<file path="src/wplc_pkg.sv">
// Shared types and constants of the winch pull level controller.
// Used by the channel interfaces, the top level and the port checker.
package wplc_pkg;

  // Default timing figures in milliseconds (one tick event is one millisecond).
  localparam int unsigned HoldoffMs     = 1000;
  localparam int unsigned SendPeriodMs  = 400;
  localparam int unsigned LinkTimeoutMs = 1500;
  localparam int unsigned ErrorPeriodMs = 5000;

  localparam int CntW     = 16;
  localparam int PullW    = 8;
  localparam int KgW      = 7;
  localparam int LvlW     = 4;
  localparam int CmdW     = 4;
  localparam int CfgIdxW  = 3;
  localparam int CfgDataW = 8;
  localparam int ProdW    = 2 * KgW;

  // floor(x / 100) equals (x * 5243) >> 19 for every x below 2**14.
  localparam int RecipW     = 13;
  localparam int RecipShift = 19;
  localparam logic [RecipW-1:0] Recip100 = RecipW'(5243);

  typedef enum logic [CmdW-1:0] {
    CMD_TICK         = 4'd0,
    CMD_UP           = 4'd1,
    CMD_DOWN         = 4'd2,
    CMD_DOWN_LONG    = 4'd3,
    CMD_DOWN_DOUBLE  = 4'd4,
    CMD_THREE        = 4'd5,
    CMD_THREE_DOUBLE = 4'd6,
    CMD_THREE_LONG   = 4'd7,
    CMD_ACK          = 4'd8,
    CMD_MONITOR      = 4'd9
  } cmd_e;

  typedef enum logic [CfgIdxW-1:0] {
    CFG_HARD_BRAKE   = 3'd0,
    CFG_SOFT_BRAKE   = 3'd1,
    CFG_DEFAULT_PULL = 3'd2,
    CFG_PRE_PCT      = 3'd3,
    CFG_TAKEOFF_PCT  = 3'd4,
    CFG_FULL_PCT     = 3'd5,
    CFG_STRONG_PCT   = 3'd6
  } cfg_idx_e;

  localparam logic signed [LvlW-1:0] LvlHardBrake = -4'sd2;
  localparam logic signed [LvlW-1:0] LvlSoftBrake = -4'sd1;
  localparam logic signed [LvlW-1:0] LvlNeutral   = 4'sd0;
  localparam logic signed [LvlW-1:0] LvlDefault   = 4'sd1;
  localparam logic signed [LvlW-1:0] LvlPrePull   = 4'sd2;
  localparam logic signed [LvlW-1:0] LvlTakeoff   = 4'sd3;
  localparam logic signed [LvlW-1:0] LvlFullPull  = 4'sd4;
  localparam logic signed [LvlW-1:0] LvlStrong    = 4'sd5;

  typedef struct packed {
    logic                    send_packet;
    logic signed [LvlW-1:0]  pull_state;
    logic signed [PullW-1:0] target_pull;
    logic                    servo_on;
    logic                    relay_on;
    logic                    link_lost;
    logic [CntW-1:0]         error_count;
    logic signed [PullW-1:0] active_pull;
    logic [KgW-1:0]          battery_pct;
    logic [KgW-1:0]          motor_temp;
  } res_t;

endpackage

</file>
<file path="src/wplc_if.sv">
// Valid/ready channel interfaces of the winch pull level controller:
// the event channel and the result channel. Depends on wplc_pkg.
interface wplc_evt_if;
  import wplc_pkg::*;
  logic                    valid;
  logic                    ready;
  logic [CmdW-1:0]         cmd;
  logic signed [PullW-1:0] ack_pull;
  logic                    ack_kind;
  logic [KgW-1:0]          ack_value;
  logic                    set_servo;
  logic                    set_relay;
  logic [KgW-1:0]          set_max_pull;

  modport source (output valid, cmd, ack_pull, ack_kind, ack_value, set_servo, set_relay,
                  set_max_pull, input ready);
  modport sink (input valid, cmd, ack_pull, ack_kind, ack_value, set_servo, set_relay,
                set_max_pull, output ready);
endinterface

interface wplc_res_if;
  import wplc_pkg::*;
  logic                    valid;
  logic                    ready;
  logic                    send_packet;
  logic signed [LvlW-1:0]  pull_state;
  logic signed [PullW-1:0] target_pull;
  logic                    servo_on;
  logic                    relay_on;
  logic                    link_lost;
  logic [CntW-1:0]         error_count;
  logic signed [PullW-1:0] active_pull;
  logic [KgW-1:0]          battery_pct;
  logic [KgW-1:0]          motor_temp;

  modport source (output valid, send_packet, pull_state, target_pull, servo_on, relay_on,
                  link_lost, error_count, active_pull, battery_pct, motor_temp, input ready);
  modport sink (input valid, send_packet, pull_state, target_pull, servo_on, relay_on,
                link_lost, error_count, active_pull, battery_pct, motor_temp, output ready);
endinterface

</file>
<file path="src/winch_pull_level_controller.sv">
// Winch pull level controller: one result beat for every event beat.
// Depends on wplc_pkg and the channel interfaces in wplc_if.sv.
//
// The block takes one event beat per clock, unless a stalled result beat holds the pipeline,
// and returns one result beat per event, in order. The beat passes three registers: the input
// register, the state update stage, and the target and output register. The state update of
// one event completes in the cycle it leaves the input register, so the next event can
// follow directly. The percentage multiply is registered, and the division by one hundred is
// a constant reciprocal multiply in the last stage. A stalled result beat holds the pipeline,
// and up to three events are buffered. Configuration writes take effect on the next clock and
// must only be issued while no event is in flight.
module winch_pull_level_controller #(
  parameter int unsigned HOLDOFF_MS      = wplc_pkg::HoldoffMs,
  parameter int unsigned SEND_PERIOD_MS  = wplc_pkg::SendPeriodMs,
  parameter int unsigned LINK_TIMEOUT_MS = wplc_pkg::LinkTimeoutMs,
  parameter int unsigned ERROR_PERIOD_MS = wplc_pkg::ErrorPeriodMs
) (
  input  logic                          clk_i,
  input  logic                          rst_ni,
  wplc_evt_if.sink                      evt_i,
  wplc_res_if.source                    res_o,
  input  logic                          cfg_we_i,
  input  logic [wplc_pkg::CfgIdxW-1:0]  cfg_idx_i,
  input  logic [wplc_pkg::CfgDataW-1:0] cfg_data_i
);
  import wplc_pkg::*;

  localparam logic [CntW-1:0] HoldoffLim = CntW'(HOLDOFF_MS);
  localparam logic [CntW-1:0] SendLim    = CntW'(SEND_PERIOD_MS);
  localparam logic [CntW-1:0] LinkLim    = CntW'(LINK_TIMEOUT_MS);
  localparam logic [CntW-1:0] ErrorLim   = CntW'(ERROR_PERIOD_MS);

  // Configuration registers.
  logic signed [PullW-1:0] hard_brake_q, soft_brake_q;
  logic [KgW-1:0]          default_pull_q, pre_pct_q, takeoff_pct_q, full_pct_q, strong_pct_q;

  // Controller state.
  logic signed [LvlW-1:0]  level_q, level_d;
  logic                    changed_q, changed_d;
  logic [CntW-1:0]         switch_ms_q, switch_ms_d;
  logic [CntW-1:0]         send_ms_q, send_ms_d;
  logic [CntW-1:0]         ack_ms_q, ack_ms_d;
  logic [CntW-1:0]         error_ms_q, error_ms_d;
  logic [CntW-1:0]         error_total_q, error_total_d;
  logic signed [PullW-1:0] rep_pull_q, rep_pull_d;
  logic [KgW-1:0]          rep_battery_q, rep_battery_d;
  logic [KgW-1:0]          rep_temp_q, rep_temp_d;
  logic                    servo_q, servo_d;
  logic                    relay_q, relay_d;
  logic [KgW-1:0]          max_pull_q, max_pull_d;

  // Pipeline registers.
  logic                    s1_valid_q;
  logic [CmdW-1:0]         s1_cmd_q;
  logic signed [PullW-1:0] s1_ack_pull_q;
  logic                    s1_ack_kind_q;
  logic [KgW-1:0]          s1_ack_value_q;
  logic                    s1_servo_q, s1_relay_q;
  logic [KgW-1:0]          s1_max_pull_q;

  logic                    s2_valid_q;
  res_t                    s2_res_q, s2_res_d;
  logic [ProdW-1:0]        s2_prod_q, s2_prod_d;

  logic                    out_valid_q;
  res_t                    out_res_q, out_res_d;

  logic out_go, s2_go, s1_go, s1_fire;
  logic send_now, error_hit;
  logic [KgW-1:0] pct_sel;

  logic [ProdW+RecipW-1:0]  quot_full;
  logic [PullW-1:0]         quot;
  logic signed [PullW-1:0]  scaled, target;

  assign out_go  = !out_valid_q || res_o.ready;
  assign s2_go   = !s2_valid_q || out_go;
  assign s1_go   = !s1_valid_q || s2_go;
  assign s1_fire = s1_valid_q && s2_go;
  assign evt_i.ready = s1_go;

  // Apply one event to the state, then the link error check and the send decision.
  always_comb begin
    level_d       = level_q;
    changed_d     = changed_q;
    switch_ms_d   = switch_ms_q;
    send_ms_d     = send_ms_q;
    ack_ms_d      = ack_ms_q;
    error_ms_d    = error_ms_q;
    error_total_d = error_total_q;
    rep_pull_d    = rep_pull_q;
    rep_battery_d = rep_battery_q;
    rep_temp_d    = rep_temp_q;
    servo_d       = servo_q;
    relay_d       = relay_q;
    max_pull_d    = max_pull_q;

    case (s1_cmd_q)
      CMD_TICK: begin
        switch_ms_d = (switch_ms_q == '1) ? switch_ms_q : switch_ms_q + 1'b1;
        send_ms_d   = (send_ms_q == '1) ? send_ms_q : send_ms_q + 1'b1;
        ack_ms_d    = (ack_ms_q == '1) ? ack_ms_q : ack_ms_q + 1'b1;
        error_ms_d  = (error_ms_q == '1) ? error_ms_q : error_ms_q + 1'b1;
      end
      CMD_UP: begin
        if (switch_ms_q > HoldoffLim && level_q < LvlStrong) begin
          // Neutral is skipped on the way up.
          level_d     = (level_q == LvlSoftBrake) ? LvlDefault : level_q + 4'sd1;
          switch_ms_d = '0;
          changed_d   = 1'b1;
        end
      end
      CMD_DOWN: begin
        if (level_q > LvlDefault) begin
          level_d     = LvlDefault;
          switch_ms_d = '0;
          changed_d   = 1'b1;
        end else if (level_q > LvlHardBrake && level_q < LvlDefault) begin
          level_d     = level_q - 4'sd1;
          switch_ms_d = '0;
          changed_d   = 1'b1;
        end
      end
      CMD_DOWN_LONG: begin
        level_d     = LvlSoftBrake;
        switch_ms_d = '0;
        changed_d   = 1'b1;
      end
      CMD_DOWN_DOUBLE: begin
        if (level_q <= LvlSoftBrake) begin
          level_d     = LvlNeutral;
          switch_ms_d = '0;
          changed_d   = 1'b1;
        end
      end
      CMD_THREE: begin
        relay_d     = !relay_q;
        switch_ms_d = '0;
        changed_d   = 1'b1;
      end
      CMD_THREE_DOUBLE: begin
        servo_d     = 1'b0;
        switch_ms_d = '0;
        changed_d   = 1'b1;
      end
      CMD_THREE_LONG: begin
        servo_d = 1'b1;
      end
      CMD_ACK: begin
        rep_pull_d = s1_ack_pull_q;
        if (s1_ack_kind_q) begin
          rep_battery_d = s1_ack_value_q;
        end else begin
          rep_temp_d = s1_ack_value_q;
        end
        ack_ms_d = '0;
      end
      CMD_MONITOR: begin
        servo_d    = s1_servo_q;
        relay_d    = s1_relay_q;
        max_pull_d = s1_max_pull_q;
      end
      default: begin
      end
    endcase

    error_hit = (ack_ms_d > LinkLim) && (error_ms_d > ErrorLim);
    if (error_hit) begin
      error_ms_d    = '0;
      error_total_d = (error_total_d == '1) ? error_total_d : error_total_d + 1'b1;
    end

    send_now = (send_ms_d > SendLim) || changed_d;
    if (send_now) begin
      changed_d = 1'b0;
      send_ms_d = '0;
    end
  end

  // Percentage of the maximum pull for the pulling levels; other levels ignore the product.
  always_comb begin
    case (level_d)
      LvlPrePull:  pct_sel = pre_pct_q;
      LvlTakeoff:  pct_sel = takeoff_pct_q;
      LvlFullPull: pct_sel = full_pct_q;
      LvlStrong:   pct_sel = strong_pct_q;
      default:     pct_sel = '0;
    endcase
    s2_prod_d = {{KgW{1'b0}}, max_pull_d} * {{KgW{1'b0}}, pct_sel};
  end

  always_comb begin
    s2_res_d             = '0;
    s2_res_d.send_packet = send_now;
    s2_res_d.pull_state  = level_d;
    s2_res_d.servo_on    = servo_d;
    s2_res_d.relay_on    = relay_d;
    s2_res_d.link_lost   = ack_ms_d > LinkLim;
    s2_res_d.error_count = error_total_d;
    s2_res_d.active_pull = rep_pull_d;
    s2_res_d.battery_pct = rep_battery_d;
    s2_res_d.motor_temp  = rep_temp_d;
  end

  // Divide the product by one hundred, clamp to the positive range and pick the target per level.
  always_comb begin
    quot_full = {{RecipW{1'b0}}, s2_prod_q} * {{ProdW{1'b0}}, Recip100};
    quot      = quot_full[RecipShift +: PullW];
    scaled    = (quot > PullW'(127)) ? 8'sd127 : signed'(quot);
    case (s2_res_q.pull_state)
      LvlHardBrake: target = hard_brake_q;
      LvlSoftBrake: target = soft_brake_q;
      LvlNeutral:   target = '0;
      LvlDefault:   target = signed'({1'b0, default_pull_q});
      LvlPrePull:   target = scaled;
      LvlTakeoff:   target = scaled;
      LvlFullPull:  target = scaled;
      LvlStrong:    target = scaled;
      default:      target = soft_brake_q;
    endcase
    out_res_d             = s2_res_q;
    out_res_d.target_pull = target;
  end

  always_ff @(posedge clk_i or negedge rst_ni) begin
    if (!rst_ni) begin
      hard_brake_q   <= -8'sd20;
      soft_brake_q   <= -8'sd7;
      default_pull_q <= KgW'(7);
      pre_pct_q      <= KgW'(18);
      takeoff_pct_q  <= KgW'(55);
      full_pct_q     <= KgW'(80);
      strong_pct_q   <= KgW'(100);
    end else if (cfg_we_i) begin
      case (cfg_idx_e'(cfg_idx_i))
        CFG_HARD_BRAKE:   hard_brake_q   <= signed'(cfg_data_i);
        CFG_SOFT_BRAKE:   soft_brake_q   <= signed'(cfg_data_i);
        CFG_DEFAULT_PULL: default_pull_q <= cfg_data_i[KgW-1:0];
        CFG_PRE_PCT:      pre_pct_q      <= cfg_data_i[KgW-1:0];
        CFG_TAKEOFF_PCT:  takeoff_pct_q  <= cfg_data_i[KgW-1:0];
        CFG_FULL_PCT:     full_pct_q     <= cfg_data_i[KgW-1:0];
        CFG_STRONG_PCT:   strong_pct_q   <= cfg_data_i[KgW-1:0];
        default: begin
        end
      endcase
    end
  end

  always_ff @(posedge clk_i or negedge rst_ni) begin
    if (!rst_ni) begin
      level_q       <= LvlSoftBrake;
      changed_q     <= 1'b0;
      switch_ms_q   <= '0;
      send_ms_q     <= '0;
      ack_ms_q      <= '0;
      error_ms_q    <= '0;
      error_total_q <= '0;
      rep_pull_q    <= '0;
      rep_battery_q <= '0;
      rep_temp_q    <= '0;
      servo_q       <= 1'b0;
      relay_q       <= 1'b1;
      max_pull_q    <= KgW'(85);
    end else if (s1_fire) begin
      level_q       <= level_d;
      changed_q     <= changed_d;
      switch_ms_q   <= switch_ms_d;
      send_ms_q     <= send_ms_d;
      ack_ms_q      <= ack_ms_d;
      error_ms_q    <= error_ms_d;
      error_total_q <= error_total_d;
      rep_pull_q    <= rep_pull_d;
      rep_battery_q <= rep_battery_d;
      rep_temp_q    <= rep_temp_d;
      servo_q       <= servo_d;
      relay_q       <= relay_d;
      max_pull_q    <= max_pull_d;
    end
  end

  always_ff @(posedge clk_i or negedge rst_ni) begin
    if (!rst_ni) begin
      s1_valid_q  <= 1'b0;
      s2_valid_q  <= 1'b0;
      out_valid_q <= 1'b0;
    end else begin
      if (s1_go) begin
        s1_valid_q <= evt_i.valid;
      end
      if (s2_go) begin
        s2_valid_q <= s1_valid_q;
      end
      if (out_go) begin
        out_valid_q <= s2_valid_q;
      end
    end
  end

  always_ff @(posedge clk_i) begin
    if (s1_go && evt_i.valid) begin
      s1_cmd_q       <= evt_i.cmd;
      s1_ack_pull_q  <= evt_i.ack_pull;
      s1_ack_kind_q  <= evt_i.ack_kind;
      s1_ack_value_q <= evt_i.ack_value;
      s1_servo_q     <= evt_i.set_servo;
      s1_relay_q     <= evt_i.set_relay;
      s1_max_pull_q  <= evt_i.set_max_pull;
    end
    if (s1_fire) begin
      s2_res_q  <= s2_res_d;
      s2_prod_q <= s2_prod_d;
    end
    if (out_go && s2_valid_q) begin
      out_res_q <= out_res_d;
    end
  end

  assign res_o.valid       = out_valid_q;
  assign res_o.send_packet = out_res_q.send_packet;
  assign res_o.pull_state  = out_res_q.pull_state;
  assign res_o.target_pull = out_res_q.target_pull;
  assign res_o.servo_on    = out_res_q.servo_on;
  assign res_o.relay_on    = out_res_q.relay_on;
  assign res_o.link_lost   = out_res_q.link_lost;
  assign res_o.error_count = out_res_q.error_count;
  assign res_o.active_pull = out_res_q.active_pull;
  assign res_o.battery_pct = out_res_q.battery_pct;
  assign res_o.motor_temp  = out_res_q.motor_temp;

endmodule

</file>
<file path="src/flat_wrapper.sv">
// flat-port wrapper written by rule: the top's interface ports become plain ports
module winch_pull_level_controller_flat import wplc_pkg::*;
#(
  parameter int unsigned HOLDOFF_MS      = wplc_pkg::HoldoffMs,
  parameter int unsigned SEND_PERIOD_MS  = wplc_pkg::SendPeriodMs,
  parameter int unsigned LINK_TIMEOUT_MS = wplc_pkg::LinkTimeoutMs,
  parameter int unsigned ERROR_PERIOD_MS = wplc_pkg::ErrorPeriodMs
)
  (clk_i, rst_ni, cfg_we_i, cfg_idx_i, cfg_data_i, evt_i_valid, evt_i_cmd, evt_i_ack_pull, evt_i_ack_kind, evt_i_ack_value, evt_i_set_servo, evt_i_set_relay, evt_i_set_max_pull, evt_i_ready, res_o_valid, res_o_send_packet, res_o_pull_state, res_o_target_pull, res_o_servo_on, res_o_relay_on, res_o_link_lost, res_o_error_count, res_o_active_pull, res_o_battery_pct, res_o_motor_temp, res_o_ready);
  wplc_evt_if evt_i_i ();
  wplc_res_if res_o_i ();
  input  logic clk_i;
  input  logic rst_ni;
  input  logic cfg_we_i;
  input  logic [wplc_pkg::CfgIdxW-1:0] cfg_idx_i;
  input  logic [wplc_pkg::CfgDataW-1:0] cfg_data_i;
  input wire logic [$bits(evt_i_i.valid)-1:0] evt_i_valid;
  input wire logic [$bits(evt_i_i.cmd)-1:0] evt_i_cmd;
  input wire logic [$bits(evt_i_i.ack_pull)-1:0] evt_i_ack_pull;
  input wire logic [$bits(evt_i_i.ack_kind)-1:0] evt_i_ack_kind;
  input wire logic [$bits(evt_i_i.ack_value)-1:0] evt_i_ack_value;
  input wire logic [$bits(evt_i_i.set_servo)-1:0] evt_i_set_servo;
  input wire logic [$bits(evt_i_i.set_relay)-1:0] evt_i_set_relay;
  input wire logic [$bits(evt_i_i.set_max_pull)-1:0] evt_i_set_max_pull;
  output wire logic [$bits(evt_i_i.ready)-1:0] evt_i_ready;
  output wire logic [$bits(res_o_i.valid)-1:0] res_o_valid;
  output wire logic [$bits(res_o_i.send_packet)-1:0] res_o_send_packet;
  output wire logic [$bits(res_o_i.pull_state)-1:0] res_o_pull_state;
  output wire logic [$bits(res_o_i.target_pull)-1:0] res_o_target_pull;
  output wire logic [$bits(res_o_i.servo_on)-1:0] res_o_servo_on;
  output wire logic [$bits(res_o_i.relay_on)-1:0] res_o_relay_on;
  output wire logic [$bits(res_o_i.link_lost)-1:0] res_o_link_lost;
  output wire logic [$bits(res_o_i.error_count)-1:0] res_o_error_count;
  output wire logic [$bits(res_o_i.active_pull)-1:0] res_o_active_pull;
  output wire logic [$bits(res_o_i.battery_pct)-1:0] res_o_battery_pct;
  output wire logic [$bits(res_o_i.motor_temp)-1:0] res_o_motor_temp;
  input wire logic [$bits(res_o_i.ready)-1:0] res_o_ready;
  assign evt_i_i.valid = evt_i_valid;
  assign evt_i_i.cmd = evt_i_cmd;
  assign evt_i_i.ack_pull = evt_i_ack_pull;
  assign evt_i_i.ack_kind = evt_i_ack_kind;
  assign evt_i_i.ack_value = evt_i_ack_value;
  assign evt_i_i.set_servo = evt_i_set_servo;
  assign evt_i_i.set_relay = evt_i_set_relay;
  assign evt_i_i.set_max_pull = evt_i_set_max_pull;
  assign evt_i_ready = evt_i_i.ready;
  assign res_o_valid = res_o_i.valid;
  assign res_o_send_packet = res_o_i.send_packet;
  assign res_o_pull_state = res_o_i.pull_state;
  assign res_o_target_pull = res_o_i.target_pull;
  assign res_o_servo_on = res_o_i.servo_on;
  assign res_o_relay_on = res_o_i.relay_on;
  assign res_o_link_lost = res_o_i.link_lost;
  assign res_o_error_count = res_o_i.error_count;
  assign res_o_active_pull = res_o_i.active_pull;
  assign res_o_battery_pct = res_o_i.battery_pct;
  assign res_o_motor_temp = res_o_i.motor_temp;
  assign res_o_i.ready = res_o_ready;
  winch_pull_level_controller #(.HOLDOFF_MS(HOLDOFF_MS), .SEND_PERIOD_MS(SEND_PERIOD_MS), .LINK_TIMEOUT_MS(LINK_TIMEOUT_MS), .ERROR_PERIOD_MS(ERROR_PERIOD_MS)) u_core (.clk_i(clk_i), .rst_ni(rst_ni), .evt_i(evt_i_i), .res_o(res_o_i), .cfg_we_i(cfg_we_i), .cfg_idx_i(cfg_idx_i), .cfg_data_i(cfg_data_i));
endmodule
</file>
<file path="config.mk">
export PLATFORM = sky130hd
export DESIGN_NAME = winch_pull_level_controller_flat
export DESIGN_NICKNAME = d
export VERILOG_FILES = /design/src/wplc_pkg.sv /design/src/wplc_if.sv /design/src/winch_pull_level_controller.sv /design/src/flat_wrapper.sv
export SDC_FILE = /design/constraint.sdc
export NUM_CORES = 1
export LEC_CHECK = 0
export BUFFER_PORTS_ARGS = -buffer_cell sky130_fd_sc_hd__buf_2
export CAP_MARGIN = 20
export CORE_ASPECT_RATIO = 0.8
export CORE_MARGIN = 1.5
export CORE_UTILIZATION = 50
export CTS_CLUSTER_SIZE = 14
export DETAILED_ROUTE_END_ITERATION = 8
export PLACE_DENSITY_LB_ADDON = 0.12
export SLEW_MARGIN = 10
export SYNTH_ARGS = -nofsm -noshare
export SYNTH_HDL_FRONTEND = slang
export SYNTH_SLANG_ARGS = --single-unit
</file>
<file path="constraint.sdc">
create_clock -name clk_i -period 9.71 [get_ports clk_i]
set_clock_uncertainty 0.15 [all_clocks]
set_input_delay 1.942 -clock clk_i [delete_from_list [all_inputs] [get_ports clk_i]]
set_output_delay 1.942 -clock clk_i [all_outputs]
set_load 0.1 [all_outputs]
</file>
==> flow_summary.toml, run 1 <==
[worst_setup_path]
cp_data_required_time_ns = 9.84
worstPathArrival_ns = 7.75
cp_max_fo = 7
cp-end-kind = "flip-flop"
criticalPathCategory = "reg -> reg"
startpoint_type = "flip-flop"

[routing]
drt_iter0_drc = 1043
via_per_inst = 5.72
avgRoutedWirePerCell_um = 18.0
vias = 13700
wl_um = 43000
antenna_left = 0
drtPass1Iterations = 5
drc = 0

[cells_and_area]
antenna_cells = 0
finalNetCount = 2138
layout_commonest_cell = "inv_1"
drive_gt1_share_pct = 17.7
syn2layout_area_growth_pct = 11.2
final_cell_mix = "inv_1, nand2_1, edfxtp_1"

[power_and_ir_drop]
power.clock.fraction_pct = 16.3
p_int_mw = 4.66
leakagePower_nw = 9.50
peakVddDrop_mv = 0.387
power_density_nw_per_um2 = 389
power_frac_comb_pct = 60.9
p_switching_mw = 3.79
swShare_pct = 44.9
seqPwrFrac_pct = 22.8

[yosys]
synth_top_cell_area_share_pct = 22.0
seq_area_frac_synth_pct = 44.0
synth-main-ff-cell = "edfxtp_1"
avgSynthCellArea_um2 = 11.0
synth.top_cells.by_area = "edfxtp_1, dfrtp_1, fa_1"
synth_nets = 2052
syn_area_um2 = 19500
ys_types = 87
netlist_instances = 1782
async_flop_share_pct = 54.3
synth_edf_count = 143
ys_ff_latch = 313
synth-warning-count = 0
yosysTopAreaCell = "edfxtp_1"

[die]
die_y_um = 180
rows = 64
ios = 101
initial_core_util_pct = 50.9
fp.dieW_um = 224
die_area_um2 = 40300
core_um2 = 38400

[clock_tree]
post_cts_buffers = 0
cts.sinks = 313
cts_resized = 0
cts_buffers = 35
cts_hold_buf = 0
cts_tree = "done"
path_clk_slew_ns = 0.06
root_buffer = "clkbuf_16"
clockBufferDepth = 3
clkLatencyLatePin_ns = 0.54
htree_levels = 2

[timing]
slew_headroom_pct = 34.1
rsz0062_at_grt = "false"
fin_crit_ns = 7.62
holdWs_ns = 0.267
tightest_slew_ns = 0.982
fin_crit_sh_pct = 78.5
slew_viol_final = 0
finalHoldViolCount = 0
fin_tns_setup_ns = 0
setup_violations = 0
timing.fmax_mhz = 131

[run]
max_cap_violations = 0

[global_routing]
grt_pass1_vias = 13400
grt_max_degree = 67
grt_pass1_wl_um = 70400
grt.total_usage_pct = 21.7
gr-total-overflow = 0
grt_antenna_before_repair = 1

[hold_path]
hold_path.class = "reg -> reg"

[place]
io_buffers = 100
dp_hpwl_um = 31100
gp_congestion = 0.876

[outcome]
outcome = "finished, final reports clean"
==> critical path, stage by stage (launching register included) <==
cell and delay (ns):
dfrtp_1 0.40, inv_1 0.06, ha_1 0.19, nand2b_1 0.06, a21oi_1 0.06, o31ai_1 0.70
a21oi_1 0.16, or3_1 0.34, a221o_1 0.34, nor3_1 0.55, nand2b_1 0.40, o22a_1 0.33
fa_1 0.54, inv_1 0.05, fa_1 0.53, inv_1 0.05, fa_1 0.52, inv_1 0.05
fa_1 0.48, ha_1 0.35, inv_1 0.07, o21bai_1 0.07, a21oi_1 0.23, o21bai_1 0.10
a21oi_1 0.23, o21bai_1 0.09, a21oi_1 0.17, xnor2_1 0.07
==> flip-flops by register name (all words and copies together) (netlist names), 8 cells and up <==
register                  cells
u_core.ack_ms_q              16
u_core.error_ms_q            16
u_core.error_total_q         16
u_core.hard_brake_q           8
u_core.out_res_d             46
u_core.rep_pull_q             8
u_core.res_o.active_pull      8
u_core.res_o.error_count     16
u_core.res_o.target_pull      8
u_core.s1_ack_pull_q          8
u_core.s2_prod_q             14
u_core.send_ms_q             16
u_core.soft_brake_q           8
u_core.switch_ms_q           16
==> cell type report <==
class	instances	area (µm²)
Multi-Input combinational cell	1234	10000
Timing Repair Buffer	115	627
Inverter	169	637
Fill cell	3208	16600
Clock inverter	17	208
Clock buffer	47	993
Sequential cell	313	8590
Tap cell	495	619
==> kinds of logic (layout without fill, tap and decap cells) <==
logic type / count (synthesis) / after routing / synth area share (%)
multiplexers: 126 / 126 / 7.13
XOR/XNOR: 47 / 47 / 2.11
buffers and inverters: 235 / 348 / 4.69
flip-flops: 313 / 313 / 44.0
AO/OA/AOI/OAI: 342 / 342 / 11.4
adder cells (fa/ha/maj): 225 / 225 / 17.8
AND/OR/NAND/NOR: 494 / 494 / 12.9
==> power by group through the flow <==
stage | clock network [mW] | logic [mW] | registers (mW)
2_1_floorplan | 0 | 3.68 | 2.17
3_3_place_gp | 0 | 5.02 | 1.94
3_5_place_dp | 0 | 5.14 | 1.95
4_1_cts | 1.41 | 5.21 | 1.93
5_1_grt | 1.47 | 5.89 | 1.96
6_report | 1.37 | 5.15 | 1.93
==> cell usage after synthesis, types with 11 or more instances <==
cell type and instances:
and3_1 27, o22ai_1 47, dfstp_2 35, and2_1 14, o22a_1 19, nand4_1 27
a31oi_1 20, nor2_1 86, a22o_1 11, a21oi_1 63, nor2b_1 11, inv_1 169
buf_2 17, nor3_1 24, edfxtp_1 143, nand2b_1 30, mux2i_1 24, o31ai_1 12
xnor2_1 42, a211oi_1 14, nand2_1 162, fa_1 87, o21ai_0 84, nand3_1 45
clkbuf_1 41, mux2_2 101, dfrtp_1 135, ha_1 138
==> stage by stage <==
step                setup WS [ns]  std cells  cell area [µm²]  utilization (%)  power [mW]
floorplan                    3.00       1782            19500                -        5.85
global placement             2.11       2325            20500             53.5        6.97
detailed placement           1.96       2325            20500             53.5        7.09
CTS                          1.92       2389            21700             56.6        8.55
global route                 1.61       2390            21700             56.6        9.32
finish                       2.09       2390            21700             56.6        8.45
==> per-layer routing <==
layer | GRT usage, % | routed length [µm] | up-vias
li1 | - | - | 6578
met1 | 33.8 | 21600 | 6686
met2 | 31.8 | 18200 | 352
met3 | 3.45 | 2420 | 49
met4 | 5.05 | 723 | 0
met5 | 0 | 0 | -
==> path summary, 6_finish.rpt <==
path / start / to / slack [ns] / depth (start not counted)
min in group asynchronous: rst_ni / u_core.send_ms_q[6]$_DFFE_PN0P_ / 1.22 / 1
hold reg to reg: u_core.out_res_d[53]$_DFFE_PP_ / u_core.res_o.send_packet$_DFFE_PP_ / 0.27 / 0
setup / recovery: u_core.switch_ms_q[0]$_DFFE_PN0P_ / u_core.s2_prod_q[12]$_DFFE_PP_ / 2.09 / 27
max in group asynchronous: rst_ni / u_core.soft_brake_q[2]$_DFFE_PN0P_ / 6.89 / 2
setup reg to reg: u_core.switch_ms_q[0]$_DFFE_PN0P_ / u_core.s2_prod_q[12]$_DFFE_PP_ / 2.09 / 27
hold / removal: u_core.out_res_d[53]$_DFFE_PP_ / u_core.res_o.send_packet$_DFFE_PP_ / 0.27 / 0
Note: power is estimated with default switching activity, not from simulation.
==> inputs of run 2 (changes only) <==
--- a/config.mk
+++ b/config.mk
@@ -5,6 +5,7 @@
 export SDC_FILE = /design/constraint.sdc
 export NUM_CORES = 1
 export LEC_CHECK = 0
+export ABC_AREA = 1
 export BUFFER_PORTS_ARGS = -buffer_cell sky130_fd_sc_hd__buf_2
 export CAP_MARGIN = 20
 export CORE_ASPECT_RATIO = 0.8
==> constraint.sdc (replaced) <==
create_clock -name clk_i -period 6.9 [get_ports clk_i]
set_clock_uncertainty 0.15 [all_clocks]
set_input_delay 1.38 -clock clk_i [delete_from_list [all_inputs] [get_ports clk_i]]
set_output_delay 1.38 -clock clk_i [all_outputs]
set_load 0.1 [all_outputs]
==> run 2 against run 1 <==
Compared with the run above:
- register-to-register slack got worse by 1.6 ns
- wire length grew 4.6%
- worst setup slack worse by 1.6 ns
- flip-flop and latch count is the same
- die area grew 2.3%
- sequential share of layout area fell by 1.2 points
- via count up 11%
- critical path depth is 6 higher
- utilization rose by 0.15 points
- synthesized cell count up 27%
- global-route usage up 0.78 points
- largest cell class unchanged
- highest routed layer unchanged
==> flow_summary.toml, run 2 <==
[routing]
drtPass1Iterations = 5
avgRoutedWirePerCell_um = 15.2
drt_iter0_drc = 871
vias = 15200
drc = 0
wl_um = 44900
antenna_left = 0
via_per_inst = 5.14

[worst_setup_path]
rr_startpoint = "u_core.switch_ms_q[0]$_DFFE_PN0P_"
cpMaxStageDelayCell = "fa_1"
r2r-end = "u_core.s2_prod_q[13]$_DFFE_PP_"
ff2ff_setup_slack_ns = 0.48
cp_max_fo = 8
startpoint_type = "flip-flop"
cp_common_cell = "nand2_1"
rr_worst_depth = 33
cp-end-kind = "flip-flop"
worstPathArrival_ns = 6.53
slowest_delay_ns = 0.53
cp-startpoint = "u_core.switch_ms_q[0]$_DFFE_PN0P_"
criticalPathCategory = "reg -> reg"
cp_data_required_time_ns = 7.01

[die]
initial_core_util_pct = 50.7
die_y_um = 182
ios = 101
rows = 65
fp.dieW_um = 227
die_area_um2 = 41200
core_um2 = 39400

[yosys]
ys_types = 51
yosysMostFrequentCell = "nand2_1"
syn_area_um2 = 20000
ys_ff_latch = 313
synth-main-ff-cell = "edfxtp_1"
synth_common_cells = "nand2_1, inv_1, o21ai_0, nor2_1, edfxtp_1"
avgSynthCellArea_um2 = 8.80
synth_edf_count = 143
seq_area_frac_synth_pct = 43.0
synth-warning-count = 0
async_flop_share_pct = 54.3
yosysTopAreaCell = "edfxtp_1"
synth.top_cells.by_area = "edfxtp_1, dfrtp_1, nand2_1"
synth_top_cell_area_share_pct = 21.5
netlist_instances = 2270
synth_nets = 2540

[cells_and_area]
instances_no_fill = 2954
fillerInstances = 3538
syn2layout_area_growth_pct = 12.1
largest_register_ffs = 46
finalNetCount = 2661
layout_commonest_cell = "nand2_1"
final_cell_mix = "nand2_1, inv_1, nor2_1, o21ai_0, edfxtp_1"
antenna_cells = 0
drive_gt1_share_pct = 13.6

[clock_tree]
clkLatencyLatePin_ns = 0.54
cts_hold_buf = 0
cts_buffers = 35
path_clk_slew_ns = 0.06
htree_levels = 2
root_buffer = "clkbuf_16"
cts.sinks = 313
clockBufferDepth = 3
cts_tree = "done"

[outcome]
outcome = "finished, final reports clean"

[global_routing]
grt_max_degree = 113
grt_pass1_vias = 14900
gr-total-overflow = 0
grt_pass1_wl_um = 74600
grt.total_usage_pct = 22.5
grt_antenna_before_repair = 1

[place]
dp_hpwl_um = 32900
io_buffers = 100
dpl.cell_count = 2886
gp_congestion = 0.879

[timing]
fin_crit_ns = 6.42
timing.fmax_mhz = 156
slew_headroom_pct = 36.7
tightest_slew_ns = 0.945
fin_crit_sh_pct = 93.0
finalHoldViolCount = 0
slew_viol_final = 0
setup_violations = 0

[hold_path]
min_delay_worst_endpoint = "u_core.res_o.error_count[7]$_DFFE_PP_"
hold_depth = 0
hp-start = "u_core.out_res_d[29]$_DFFE_PP_"
hold_path.class = "reg -> reg"

[run]
max_cap_violations = 0
## run 2: changes by cell type after synthesis, sizes merged, moves of 30 or more
cell,delta
inv,+169
mux2,-101
nand2,+408
nand2b,-31
nand3,+99
nor2,+107
o21ai,+118
o22ai,-37
xnor2,-30
xor2,+31
## run 2: cell families after synthesis
| family | Yosys count | synth area share (%) |
|---|---|---|
| buf+inv | 383 | 7.40 |
| flops | 313 | 43.0 |
| simple gates | 994 | 21.8 |
| mux | 1 | 0.0563 |
| xor+xnor | 48 | 2.10 |
| compound gates | 306 | 8.26 |
| fa+ha+maj | 225 | 17.4 |
## run 2: per-layer routing
metal	vias to the layer above	GRT usage, %	share of wire (%)
met4	0	5.55	1.8
met3	53	2.82	3.5
met2	247	36.6	47
li1	7635	-	-
met5	-	0	0
met1	7254	32.0	48
## run 2: critical path, delay by kind of cell (launching register included)
kind | cells | cell delay [ns]
fa+ha+maj | 6 | 2.43
buf+inv | 2 | 0.28
flops | 1 | 0.42
simple gates | 17 | 1.74
xor+xnor | 1 | 0.08
compound gates | 7 | 1.02
## run 2: cell type report
cell class                 count  area (µm²)  share of cell area [%]
tap                          536         671                    2.99
inverter                     340        1280                    5.74
multi-input combinational   1574        9980                    44.6
sequential                   313        8590                    38.4
clock inverter                19         175                   0.782
clock buffer                  45         985                    4.40
timing repair buffer         126         702                    3.13
timing repair inverter         1        7.51                  0.0335
## run 2: worst max path at each step
stage	slack [ns]	cells after the start	end
4_1_cts	0.17	33	u_core.s2_prod_q[13]$_DFFE_PP_
2_1_floorplan	0.67	32	u_core.s2_prod_q[13]$_DFFE_PP_
3_5_place_dp	0.20	33	u_core.s2_prod_q[13]$_DFFE_PP_
6_report	0.48	33	u_core.s2_prod_q[13]$_DFFE_PP_
3_3_place_gp	0.31	33	u_core.s2_prod_q[13]$_DFFE_PP_
5_1_grt	-0.04	35	u_core.s2_prod_q[12]$_DFFE_PP_
## run 2: stage by stage
stage | instance area (µm²) | util (%) | hold slack [ns] | setup slack, ns | setup TNS (ns)
final | 22400 | 56.8 | 0.266 | 0.482 | 0
after global routing | 22400 | 56.8 | 0.270 | -0.0352 | -0.0439
after CTS | 22300 | 56.6 | 0.268 | 0.165 | 0
after detailed placement | 21200 | 53.6 | 0.255 | 0.195 | 0
after global placement | 21100 | 53.6 | 0.253 | 0.308 | 0
after floorplan | 20000 | - | 0.250 | 0.666 | 0
## run 2: repair_timing
item / in CTS / in global routing
buffers inserted: 0 / 3
resized for setup: 0 / 23
setup endpoints to repair: 0 / 4
Power of run 2 is not shown: default switching activity piles up to over one toggle a cycle in this logic, so the estimate is an artifact.
==> inputs of run 3 (changes only) <==
==> constraint.sdc (replaced) <==
create_clock -name clk_i -period 6.9 [get_ports clk_i]
set_clock_uncertainty 0.15 [all_clocks]
set_input_delay 0 -clock clk_i [delete_from_list [all_inputs] [get_ports clk_i]]
set_output_delay 0 -clock clk_i [all_outputs]
set_load 0.1 [all_outputs]
==> run 3 against run 2 <==
Compared with the run above:
- maximum frequency down 0.39%
- worst setup slack worse by 0.025 ns
- first-iteration DRC count rose by 0.69%
- utilization up 1.1 points
- via count rose by 2.0%
- cell area increased by 1.9%
- final cell count increased by 1.5%
==> flow_summary.toml, run 3 (synthesized netlist as in run 2, its figures left out) <==
[cells_and_area]
seq_area_um2 = 8590
layout_commonest_cell = "nand2_1"
final_cell_mix = "nand2_1, inv_1, o21ai_0"
design_area_um2 = 22800
antenna_cells = 0
syn2layout_area_growth_pct = 14.2
multiInputGateArea_um2 = 9990
drive_gt1_share_pct = 13.2
fillerInstances = 3523
finalNetCount = 2708
largest_register_ffs = 46

[timing]
finalHoldViolCount = 0
setup_violations = 0
slew_headroom_pct = 36.1
fin_crit_sh_pct = 93.4
tightest_slew_ns = 0.959
slew_viol_final = 0
timing.fmax_mhz = 155
fin_crit_ns = 6.44

[worst_setup_path]
cp_max_fo = 7
worstPathArrival_ns = 6.55
cp_data_required_time_ns = 7.01
cpMaxStageDelayCell = "fa_1"
rr_worst_depth = 32
startpoint_type = "flip-flop"
slowest_delay_ns = 0.55
cp_common_cell = "inv_1"
cp-end-kind = "flip-flop"
criticalPathCategory = "reg -> reg"

[routing]
met1Wirelength_um = 21400
drt_iter0_drc = 877
drc = 0
antenna_left = 0
wl_um = 45300
wl_met2_um = 21000
drtPass1Iterations = 8
via_per_inst = 5.16
met3_length_um = 2080
vias = 15500
dr.max_layer_used = "met4"
avgRoutedWirePerCell_um = 15.1

[die]
initial_core_util_pct = 50.7
die_area_um2 = 41200
core_um2 = 39400
fp.dieW_um = 227
rows = 65
ios = 101
die_y_um = 182

[clock_tree]
cts_tree = "done"
htree_levels = 2
root_buffer = "clkbuf_16"
path_clk_slew_ns = 0.05
clkLatencyLatePin_ns = 0.52
cts_buffers = 35
cts.sinks = 313
clockBufferDepth = 3

[hold_path]
hold_path.class = "in -> async"

[place]
io_buffers = 100
dp_hpwl_um = 32700
dpl_cell_area_um2 = 21100
gp_congestion = 0.913

[outcome]
outcome = "finished, final reports clean"

[global_routing]
grt_max_degree = 105
grt.total_usage_pct = 22.5
grt_antenna_before_repair = 0
grt_pass1_wl_um = 74700
gr-total-overflow = 0
grt_pass1_vias = 15100

[run]
max_cap_violations = 0
[run 3: worst paths after layout]
kind / from / endpoint / slack (ns)
max in group asynchronous: rst_ni / u_core.send_ms_q[13]$_DFFE_PN0P_ / 5.06
setup / recovery: u_core.level_q[0]$_DFFE_PN1P_ / u_core.s2_prod_q[13]$_DFFE_PP_ / 0.46
setup reg to reg: u_core.level_q[0]$_DFFE_PN1P_ / u_core.s2_prod_q[13]$_DFFE_PP_ / 0.46
hold / removal: rst_ni / u_core.ack_ms_q[15]$_DFFE_PN0P_ / 0.02
min in group clk_i: evt_i_set_max_pull[4] / u_core.s1_max_pull_q[4]$_DFFE_PP_ / 0.03
hold reg to reg: u_core.out_res_d[29]$_DFFE_PP_ / u_core.res_o.error_count[7]$_DFFE_PP_ / 0.27
[run 3: critical path, delay by kind of cell, from the launching register on]
kind | cells | cell delay, ns
fa+ha+maj | 6 | 2.68
compound gates | 9 | 1.12
simple gates | 9 | 1.06
buf+inv | 7 | 0.57
flops | 1 | 0.52
xor+xnor | 1 | 0.07
[run 3: through the flow]
stage	utilization, %	setup TNS (ns)	hold slack (ns)	std cells	setup slack (ns)
floorplan	-	0	-0.446	2270	0.666
global placement	53.5	0	0.0252	2879	0.258
detailed placement	53.5	0	0.0287	2879	0.104
CTS	57.5	0	0.0135	2993	0.0553
global route	57.9	-0.0519	0.0215	2999	-0.0459
finish	57.9	0	0.0160	2999	0.457
[run 3: layout make-up]
cell class              instances  area share (%)
clock buffers                  43            4.06
clock inverters                19           0.680
inverters                     340            5.63
multi-input cells            1574            43.8
flip-flops and latches        313            37.6
well taps                     536            2.94
repair buffers                173            5.27
repair inverters                1          0.0329
[run 3: per-layer routing]
| metal | vias to the layer above | global-route usage (%) |
|---|---|---|
| met1 | 7390 | 31.5 |
| li1 | 7731 | - |
| met3 | 57 | 3.48 |
| met2 | 311 | 36.6 |
| met4 | 0 | 5.39 |
| met5 | - | 0 |
[run 3: repair_timing]
action | CTS | global route
setup endpoints to repair | 0 | 4
gates resized for setup | 0 | 29
buffers inserted | 0 | 3
hold buffers | 52 | 0
hold endpoints to repair | 181 | 0
Power of run 3 is left out for the same reason.
